File: config.mk
export PLATFORM = sky130hd
export DESIGN_NAME = clipped_fill_blit_span_engine_top
export DESIGN_NICKNAME = d
export VERILOG_FILES = /design/src/design/cfbs_pkg.sv /design/src/design/clipped_fill_blit_span_engine_top.sv
export SDC_FILE = /design/constraint.sdc
export NUM_CORES = 2
export LEC_CHECK = 0
export ABC_AREA = 0
export BUFFER_PORTS_ARGS = -buffer_cell sky130_fd_sc_hd__buf_2
export CAP_MARGIN = 20
export CORE_MARGIN = 8
export CORE_UTILIZATION = 45
export DETAILED_ROUTE_END_ITERATION = 12
export PLACE_DENSITY = 0.6
export SYNTH_ARGS = -nofsm -noshare
export SYNTH_HDL_FRONTEND = slang
export SYNTH_SLANG_ARGS = --single-unit
File: constraint.sdc
create_clock -name i_clk -period 18.45 [get_ports i_clk]
set_clock_uncertainty 0.05 [all_clocks]
set_input_delay 1.845 -clock i_clk [delete_from_list [all_inputs] [get_ports i_clk]]
set_output_delay 1.845 -clock i_clk [all_outputs]
set_load 0.02 [all_outputs]
File: src/design/cfbs_pkg.sv
// Shared constants for the clipped fill / blit span engine.
// Field widths, command codes and register indexes; no dependencies.
`timescale 1ns / 1ps

package cfbs_pkg;

    localparam int DIM_W       = 13;   // window dimension / span length width
    localparam int MAX_DIM_DEF = 4096;
    localparam int COORD_W     = 16;
    localparam int COLOR_W     = 32;
    localparam int PITCH_W     = 16;
    localparam int DEST_W      = 24;
    localparam int SRC_W       = 32;
    localparam int KIND_W      = 2;
    localparam int CFG_IDX_W   = 1;

    localparam logic [KIND_W-1:0] KIND_FILL = 2'd0;
    localparam logic [KIND_W-1:0] KIND_COPY = 2'd1;
    localparam logic [KIND_W-1:0] KIND_STEP = 2'd2;

    localparam logic [CFG_IDX_W-1:0] CFG_WIN_WIDTH  = 1'b0;
    localparam logic [CFG_IDX_W-1:0] CFG_WIN_HEIGHT = 1'b1;

endpackage

File: src/design/clipped_fill_blit_span_engine_top.sv
// Timing: a command word loads the row walk in the cycle after acceptance; a step word
// goes from the input stage to the output register when that is free. Throughput: one
// word per cycle unless the output stalls; clipping sits in the input stage, the row
// address multiplies in the walk stage, and the output register decouples the two sides.
// Reset (synchronous, active low) clears the window size, the walk and both valid flags.
// Depends on cfbs_pkg.
`timescale 1ns / 1ps

module clipped_fill_blit_span_engine_top #(
    parameter int MAX_DIM = cfbs_pkg::MAX_DIM_DEF
) (
    input  logic                                  i_clk,
    input  logic                                  i_rst_n,
    // configuration
    input  logic                                  i_cfg_we,
    input  logic [cfbs_pkg::CFG_IDX_W-1:0]        i_cfg_index,
    input  logic [cfbs_pkg::DIM_W-1:0]            i_cfg_data,
    // command / step words
    input  logic                                  i_valid,
    output logic                                  o_ready,
    input  logic [cfbs_pkg::KIND_W-1:0]           i_kind,
    input  logic signed [cfbs_pkg::COORD_W-1:0]   i_pos_x,
    input  logic signed [cfbs_pkg::COORD_W-1:0]   i_pos_y,
    input  logic signed [cfbs_pkg::COORD_W-1:0]   i_rect_width,
    input  logic signed [cfbs_pkg::COORD_W-1:0]   i_rect_height,
    input  logic [cfbs_pkg::COLOR_W-1:0]          i_fill_color,
    input  logic [cfbs_pkg::PITCH_W-1:0]          i_src_pitch,
    // span words
    output logic                                  o_valid,
    input  logic                                  i_ready,
    output logic [cfbs_pkg::DEST_W-1:0]           o_dest_index,
    output logic [cfbs_pkg::SRC_W-1:0]            o_src_index,
    output logic [cfbs_pkg::DIM_W-1:0]            o_span_length,
    output logic [cfbs_pkg::COLOR_W-1:0]          o_span_color,
    output logic                                  o_is_copy,
    output logic                                  o_last_span
);

    localparam int DW = $clog2(MAX_DIM + 1);
    localparam int CW = cfbs_pkg::COORD_W + 2;   // room for coordinate sums

    // configuration registers
    logic [cfbs_pkg::DIM_W-1:0] r_win_width, r_win_height;

    // clamp window to MAX_DIM
    logic [DW-1:0] w_bw, w_bh;
    assign w_bw = (r_win_width  > cfbs_pkg::DIM_W'(MAX_DIM)) ? DW'(MAX_DIM) : DW'(r_win_width);
    assign w_bh = (r_win_height > cfbs_pkg::DIM_W'(MAX_DIM)) ? DW'(MAX_DIM) : DW'(r_win_height);

    // ---------------- clip logic at the input ----------------
    logic signed [CW-1:0] w_bw_s, w_bh_s;
    logic signed [CW-1:0] w_x0, w_y0, w_x1, w_y1;
    logic signed [CW-1:0] w_x0c, w_y0c, w_x1c, w_y1c;
    logic signed [CW-1:0] w_xdiff, w_ydiff, w_xneg, w_yneg;
    logic                 w_nonempty;

    assign w_bw_s = $signed({{(CW-DW){1'b0}}, w_bw});
    assign w_bh_s = $signed({{(CW-DW){1'b0}}, w_bh});
    assign w_x0   = CW'(i_pos_x);
    assign w_y0   = CW'(i_pos_y);
    assign w_x1   = w_x0 + CW'(i_rect_width);
    assign w_y1   = w_y0 + CW'(i_rect_height);
    assign w_x0c  = (w_x0 < 0) ? '0 : w_x0;
    assign w_y0c  = (w_y0 < 0) ? '0 : w_y0;
    assign w_x1c  = (w_x1 > w_bw_s) ? w_bw_s : w_x1;
    assign w_y1c  = (w_y1 > w_bh_s) ? w_bh_s : w_y1;
    assign w_xdiff = w_x1c - w_x0c;
    assign w_ydiff = w_y1c - w_y0c;
    assign w_xneg  = -w_x0;
    assign w_yneg  = -w_y0;
    assign w_nonempty = (w_x0c < w_x1c) && (w_y0c < w_y1c);

    // ---------------- input stage ----------------
    logic                           r_a_valid;
    logic [cfbs_pkg::KIND_W-1:0]    r_a_kind;
    logic                           r_a_load;
    logic [DW-1:0]                  r_a_x0, r_a_y0, r_a_run, r_a_rows;
    logic [cfbs_pkg::COORD_W-1:0]   r_a_sx, r_a_sy;
    logic [cfbs_pkg::COLOR_W-1:0]   r_a_color;
    logic [cfbs_pkg::PITCH_W-1:0]   r_a_pitch;

    // ---------------- walk state ----------------
    logic                           r_walk_active, r_copy_mode;
    logic [DW-1:0]                  r_rows_left, r_run_length;
    logic [cfbs_pkg::DEST_W-1:0]    r_cur_dest;
    logic [cfbs_pkg::SRC_W-1:0]     r_cur_src;
    logic [cfbs_pkg::COLOR_W-1:0]   r_held_color;
    logic [cfbs_pkg::PITCH_W-1:0]   r_held_pitch;

    logic w_is_cmd, w_emit, w_out_free, w_adv;

    assign w_is_cmd   = (r_a_kind == cfbs_pkg::KIND_FILL) || (r_a_kind == cfbs_pkg::KIND_COPY);
    assign w_emit     = r_a_valid && (r_a_kind == cfbs_pkg::KIND_STEP) && r_walk_active;
    assign w_out_free = !o_valid || i_ready;
    assign w_adv      = r_a_valid && (!w_emit || w_out_free);
    assign o_ready    = !r_a_valid || w_adv;

    // start addresses of the clipped rectangle
    logic [2*DW-1:0]              w_row_base;
    logic [cfbs_pkg::SRC_W-1:0]   w_src_base;
    logic [cfbs_pkg::DEST_W-1:0]  w_dest_start;
    logic [cfbs_pkg::SRC_W-1:0]   w_src_start;

    assign w_row_base   = (2*DW)'(r_a_y0) * (2*DW)'(w_bw);
    assign w_src_base   = cfbs_pkg::SRC_W'(r_a_sy) * cfbs_pkg::SRC_W'(r_a_pitch);
    assign w_dest_start = cfbs_pkg::DEST_W'(w_row_base) + cfbs_pkg::DEST_W'(r_a_x0);
    assign w_src_start  = w_src_base + cfbs_pkg::SRC_W'(r_a_sx);

    always_ff @(posedge i_clk) begin
        if (!i_rst_n) begin
            r_win_width  <= '0;
            r_win_height <= '0;
        end else if (i_cfg_we) begin
            unique case (i_cfg_index)
                cfbs_pkg::CFG_WIN_WIDTH:  r_win_width  <= i_cfg_data;
                cfbs_pkg::CFG_WIN_HEIGHT: r_win_height <= i_cfg_data;
                default: ;
            endcase
        end
    end

    always_ff @(posedge i_clk) begin
        if (!i_rst_n) begin
            r_a_valid <= 1'b0;
        end else if (o_ready) begin
            r_a_valid <= i_valid;
        end
        if (o_ready && i_valid) begin
            r_a_kind  <= i_kind;
            r_a_load  <= w_nonempty;
            r_a_x0    <= DW'(w_x0c);
            r_a_y0    <= DW'(w_y0c);
            r_a_run   <= DW'(w_xdiff);
            r_a_rows  <= DW'(w_ydiff);
            r_a_sx    <= (w_x0 < 0) ? cfbs_pkg::COORD_W'(w_xneg) : '0;
            r_a_sy    <= (w_y0 < 0) ? cfbs_pkg::COORD_W'(w_yneg) : '0;
            r_a_color <= i_fill_color;
            r_a_pitch <= i_src_pitch;
        end
    end

    always_ff @(posedge i_clk) begin
        if (!i_rst_n) begin
            r_walk_active <= 1'b0;
            r_copy_mode   <= 1'b0;
            r_rows_left   <= '0;
        end else if (w_adv) begin
            if (w_is_cmd) begin
                // a new command drops any running walk
                r_walk_active <= r_a_load;
                if (r_a_load) begin
                    r_copy_mode <= (r_a_kind == cfbs_pkg::KIND_COPY);
                    r_rows_left <= r_a_rows;
                end
            end else if (w_emit) begin
                if (r_rows_left <= DW'(1)) begin
                    r_rows_left   <= '0;
                    r_walk_active <= 1'b0;
                end else begin
                    r_rows_left <= r_rows_left - DW'(1);
                end
            end
        end
    end

    always_ff @(posedge i_clk) begin
        if (w_adv) begin
            if (w_is_cmd && r_a_load) begin
                r_run_length <= r_a_run;
                r_cur_dest   <= w_dest_start;
                if (r_a_kind == cfbs_pkg::KIND_COPY) begin
                    r_held_pitch <= r_a_pitch;
                    r_held_color <= '0;
                    r_cur_src    <= w_src_start;
                end else begin
                    r_held_pitch <= '0;
                    r_held_color <= r_a_color;
                    r_cur_src    <= '0;
                end
            end else if (w_emit && r_rows_left > DW'(1)) begin
                // advance one row
                r_cur_dest <= r_cur_dest + cfbs_pkg::DEST_W'(w_bw);
                if (r_copy_mode) begin
                    r_cur_src <= r_cur_src + cfbs_pkg::SRC_W'(r_held_pitch);
                end
            end
        end
    end

    // ---------------- output register ----------------
    always_ff @(posedge i_clk) begin
        if (!i_rst_n) begin
            o_valid <= 1'b0;
        end else if (w_out_free) begin
            o_valid <= w_emit;
        end
        if (w_out_free && w_emit) begin
            o_dest_index  <= r_cur_dest;
            o_src_index   <= r_copy_mode ? r_cur_src : '0;
            o_span_length <= cfbs_pkg::DIM_W'(r_run_length);
            o_span_color  <= r_copy_mode ? '0 : r_held_color;
            o_is_copy     <= r_copy_mode;
            o_last_span   <= (r_rows_left <= DW'(1));
        end
    end

    // ---------------- assertions ----------------
    a_active_rows: assert property (@(posedge i_clk) disable iff (!i_rst_n)
        r_walk_active |-> (r_rows_left != '0))
        else $error("walk active with no rows left");

    a_last_ends_walk: assert property (@(posedge i_clk) disable iff (!i_rst_n)
        (w_adv && w_emit && r_rows_left == DW'(1)) |=> !r_walk_active)
        else $error("walk still active after final span");

    a_mode_fields: assert property (@(posedge i_clk) disable iff (!i_rst_n)
        o_valid |-> (o_is_copy ? (o_span_color == '0) : (o_src_index == '0)))
        else $error("span carries fields of the wrong mode");

    a_len_nonzero: assert property (@(posedge i_clk) disable iff (!i_rst_n)
        o_valid |-> (o_span_length != '0))
        else $error("empty span emitted");

endmodule
== Word level (Yosys, flattened, before mapping) ==
Cells that the tools add are included.
Storage, ports and cells
  register bits: 398
  output and inout bits: 105
Cells by class
  add/sub/neg operators: 11
  multipliers: 2
  order comparisons: 10
  eq/ne operators: 3
  mux-type cells: 19
  bitwise operators: 1
  reduce and logical (&&, ||, !) cells: 28
Operators by type and width (number)
  $mux 32: 4
  $mux 13: 6
  $mux 18: 4
  $add 32x16->32: 2
  $add 24x13->24: 2
  $mux 24: 2
  $lt 18x18->1: 2
  $add 16x16->17: 2
  $gt 17x14->1: 2
  $lt 16x1->1 const B: 2
  $mul 16x16->32: 1
  $neg 16->16: 2
  $gt 13x13->1 const B: 2
  $sub 13x13->13: 2
  $mul 13x13->24: 1
  $gt 13x1->1 const B: 1
  $le 13x1->1 const B: 1
  $sub 13x1->13 const B: 1
  $reduce_and 3->1: 4
  $logic_and 1x1->1: 8
  $reduce_and 2->1: 4
  $reduce_bool 2->1: 4
  $logic_or 1x1->1: 4
  $logic_not 1->1: 3
  other kinds (6): 8

== Logic depth before layout (Yosys ltp) ==
  depth in word-level cells: 8
  depth in mapped cells: 33
  depth with buffers taken out: 31

== Least setup slack after synthesis ==
OpenSTA, ideal clock, no wires.
  path type: input to register
  from: input port i_ready
  to: register r_a_color[0] (netlist name) (enable)
  library setup time: 648 ps
  arrival: 8000 ps
  data required time: 17752 ps
  path slack: 9753 ps
  stages on the path: 3
  buffers on the path: 0
  cells stage by stage: nand2b_1 nor2_1 nor2b_1
On the way
  longest elaborated chain between the ends: 5
RTL lines
  start: declaration: line clipped_fill_blit_span_engine_top.sv:30  | input logic i_ready,
  $logic_or 1x1->1: line clipped_fill_blit_span_engine_top.sv:94  | assign w_out_free = !o_valid || i_ready;
  $logic_or 1x1->1: line clipped_fill_blit_span_engine_top.sv:95  | assign w_adv = r_a_valid && (!w_emit || w_out_free);
  $logic_and 1x1->1: line clipped_fill_blit_span_engine_top.sv:95
  $logic_or 1x1->1: line clipped_fill_blit_span_engine_top.sv:96  | assign o_ready = !r_a_valid || w_adv;
  $logic_and 1x1->1: line clipped_fill_blit_span_engine_top.sv:128  | if (o_ready && i_valid) begin
  end signal: assignment: line clipped_fill_blit_span_engine_top.sv:137  | r_a_color <= i_fill_color;
  end: declaration: line clipped_fill_blit_span_engine_top.sv:79  | logic [cfbs_pkg::COLOR_W-1:0] r_a_color;
Every way passes these cells.
A chain may end at the register's enable or synchronous reset.

== Final worst setup path ==
  from: input port i_pos_y[0] (netlist name)
  to: register r_a_rows[12] (data pin)
On the way
  longest elaborated chain between the ends: 4
  elaborated cells on any way between the ends: 6
  classes of those cells: 2 x add/sub; 2 x order compare; 2 x mux
RTL lines
  start: declaration: line clipped_fill_blit_span_engine_top.sv:23  | input logic signed [cfbs_pkg::COORD_W-1:0] i_pos_y,
  $add 16x16->17: line clipped_fill_blit_span_engine_top.sv:62  | assign w_y1 = w_y0 + CW'(i_rect_height);
  $gt 17x14->1: line clipped_fill_blit_span_engine_top.sv:66  | assign w_y1c = (w_y1 > w_bh_s) ? w_bh_s : w_y1;
  $mux 18: line clipped_fill_blit_span_engine_top.sv:66
  $sub 13x13->13 *: line clipped_fill_blit_span_engine_top.sv:68  | assign w_ydiff = w_y1c - w_y0c;
  named net w_ydiff[12]: line clipped_fill_blit_span_engine_top.sv:54  | logic signed [CW-1:0] w_xdiff, w_ydiff, w_xneg, w_yneg;
  end signal: assignment: line clipped_fill_blit_span_engine_top.sv:134  | r_a_rows <= DW'(w_ydiff);
  end: declaration: line clipped_fill_blit_span_engine_top.sv:77  | logic [DW-1:0] r_a_x0, r_a_y0, r_a_run, r_a_rows;
The timed path passes the listed nets; every way through them passes the cells marked *.

==> impl_metrics.ini <==
[yosys]
syn_area_per_cell_sq_um = 10.2
synth_cells = 3446
yosys_warnings = 0
synth_nets = 4252
synthArstFlopShare_pct = 0
syn-cell-area_sq_um = 35300
synth_seq_cells = 398
seq_area_frac_synth_pct = 32.7
synth_top_area_cell = edfxtp_1
synth_top_area_share_pct = 30.2
synth_cell_type_count = 78
synth-edff-count = 355
synth_commonest_cells = inv_1, nand2_1, edfxtp_1
synth_flop_cell = edfxtp_1
synth_most_common_cell = inv_1
synthTopCellsByArea = edfxtp_1, fa_1, ha_1

[timing]
holdWs_ns = 0.368
hold_violations = 0
tightest_slew_ns = 1.05
setup_violations = 0
rsz0062_at_grt = false
fin_crit_sh_pct = 41.9
max_slew_margin_pct = 29.5
tns_ns = 0
clock.fmax_mhz = 129
drv_slew = 0
min_period_ns = 7.72
fin_ws_ns = 10.73

[clock_network]
holdBufCountCts = 0
cts_buffer_depth = 3
h-tree-depth = 2
clockRootBuffer = clkbuf_16
cts-resized-gates = 0
cts.sinks = 398
cts_setup_buffers = 0
cts_tree = done
clkTransAtPathRegs_ns = 0.06
cts_made_buffers = 48
clkLatencyLatePin_ns = 0.61

[placed_design]
dp_hpwl_mm = 67.8
port_buffers = 237
routabilityCongestion = 0.881
dp_slack_ns = 10.14

[routing]
drc = 0
highest_layer = met5
vias = 24556
drt-vias-per-instance = 5.19
dr.first_iter.drc_count = 1739
wl_per_cell_um = 18.5
route.met3.wl_mm = 6.50
drt_pass1_iterations = 8
antenna_left = 0
routed_wl_mm = 87.3
wl_met1_mm = 41.2
dr_wl_met2_mm = 37.8

[power_and_ir_drop]
peakVddDrop_uv = 177
p_per_area_nw_per_um2 = 112
p_leak_uw = 0.0177
power_uw = 4380

[critical_path]
crit_arrival_ns = 7.99
crit_slowest_cell = fa_1
start_kind = input pin
crit_fanout = 25
critPathRequiredTime_ns = 18.72
criticalPathCategory = in -> reg
cpMostUsedCell = a21oi_1
critPathMaxStageDelay_ns = 0.42
cp-end-kind = flip-flop

[grt]
antenna_found_initial = 11
grt_pass1_vias = 24747
grt_max_degree = 77
overflow = 0
grt_usage_pct = 20.1
grt_first_pass_wirelength_mm = 139

[floorplanning]
die_h_um = 296
start_util_pct = 45.5
core-area_sq_um = 77500
std_cell_rows = 102
ios = 238
die-width_um = 296
die-area_sq_um = 87600

[run]
maxCapViolations = 0

[worst_hold_path]
hold_path_class = reg -> reg

[final_layout]
nNetsFinal = 4444
utilization_pct = 50.6
fill_cells = 7166
drive_gt1_share_pct = 10.6
area_growth_pct = 11.3

[run_status]
outcome = complete, no violations
[per-stage QoR]
stage,std cells,area (sq um)
finish,4729,39200
global route,4722,39200
CTS,4716,39100
detailed placement,4626,37500
global placement,4626,37500
floorplan,3446,35300
[registers in the layout (all words and copies together), names as in the netlist, 2 cells and up]
signal         count
r_cur_src         32
o_span_color      32
r_a_color         32
r_a_sx            16
r_held_color      32
r_cur_dest        24
o_src_index       32
r_a_sy            16
r_run_length      13
o_span_length     13
r_win_width       13
o_dest_index      24
r_a_pitch         16
r_a_rows          13
r_a_y0            13
r_a_run           13
r_a_x0            13
r_win_height      13
r_held_pitch      16
r_rows_left       13
r_a_kind           2
[routing by layer]
metal | global-route usage [%] | vias to the layer above
met5 | 0 | -
met4 | 4.85 | 2
met3 | 4.06 | 107
met2 | 30.7 | 709
met1 | 29.2 | 12043
li1 | - | 11695
[worst paths after layout]
kind                                   start              end  slack, ns  depth (start not counted)
worst min-delay path              r_a_run[1]  r_run_length[1]       0.37                          0
worst max register to register  r_a_pitch[6]    r_cur_src[31]      11.05                         23
worst min register to register    r_a_run[1]  r_run_length[1]       0.37                          0
worst max-delay path              i_pos_y[0]     r_a_rows[12]      10.73                         33
[cells by family after synthesis]
logic type	Yosys count	synth area share, %
xor+xnor	157	3.90
compound gates	450	8.27
buf+inv	660	7.15
fa+ha+maj	675	31.3
mux	54	1.71
simple gates	1052	15.0
flops	398	32.7
[where the power goes]
group / switching [uW] / internal, uW
Sequential: 48.4 / 1050
Clock: 419 / 567
Combinational: 1360 / 942
Total: 1830 / 2550
[critical path, delay by kind of cell]
kind / cells / cell delay, ns
AOI/OAI and AO/OA: 17 / 3.17
adders and majority gates: 6 / 1.57
buffers and inverters: 4 / 0.61
xor gates and xnor gates: 2 / 0.34
muxes: 1 / 0.26
and+or+nand+nor: 3 / 0.19
[layout by cell type (no fill, tap or decap), types with 35 or more instances in the layout]
cell	n
nand3_1	35
inv_1	537
xnor2_1	96
buf_2	237
clkbuf_16	48
nor2_1	93
dfxtp_1	42
and2_1	276
xor2_1	61
fa_1	345
nand2_1	402
nand2b_1	52
edfxtp_1	355
a21o_1	37
nor2b_1	83
ha_1	328
a21oi_1	127
o21ai_0	91
[final cells by class]
cell class	count	area [sq um]	area share, %
multi-input cells	2388	21300	54.2
flip-flops and latches	398	11500	29.4
inverters	539	2020	5.16
repair buffers	263	1420	3.62
well taps	1040	1300	3.32
clock buffers	51	1230	3.14
clock inverters	39	442	1.13
diodes	11	27.5	0.0702
Power figures use the tool's default switching activity.
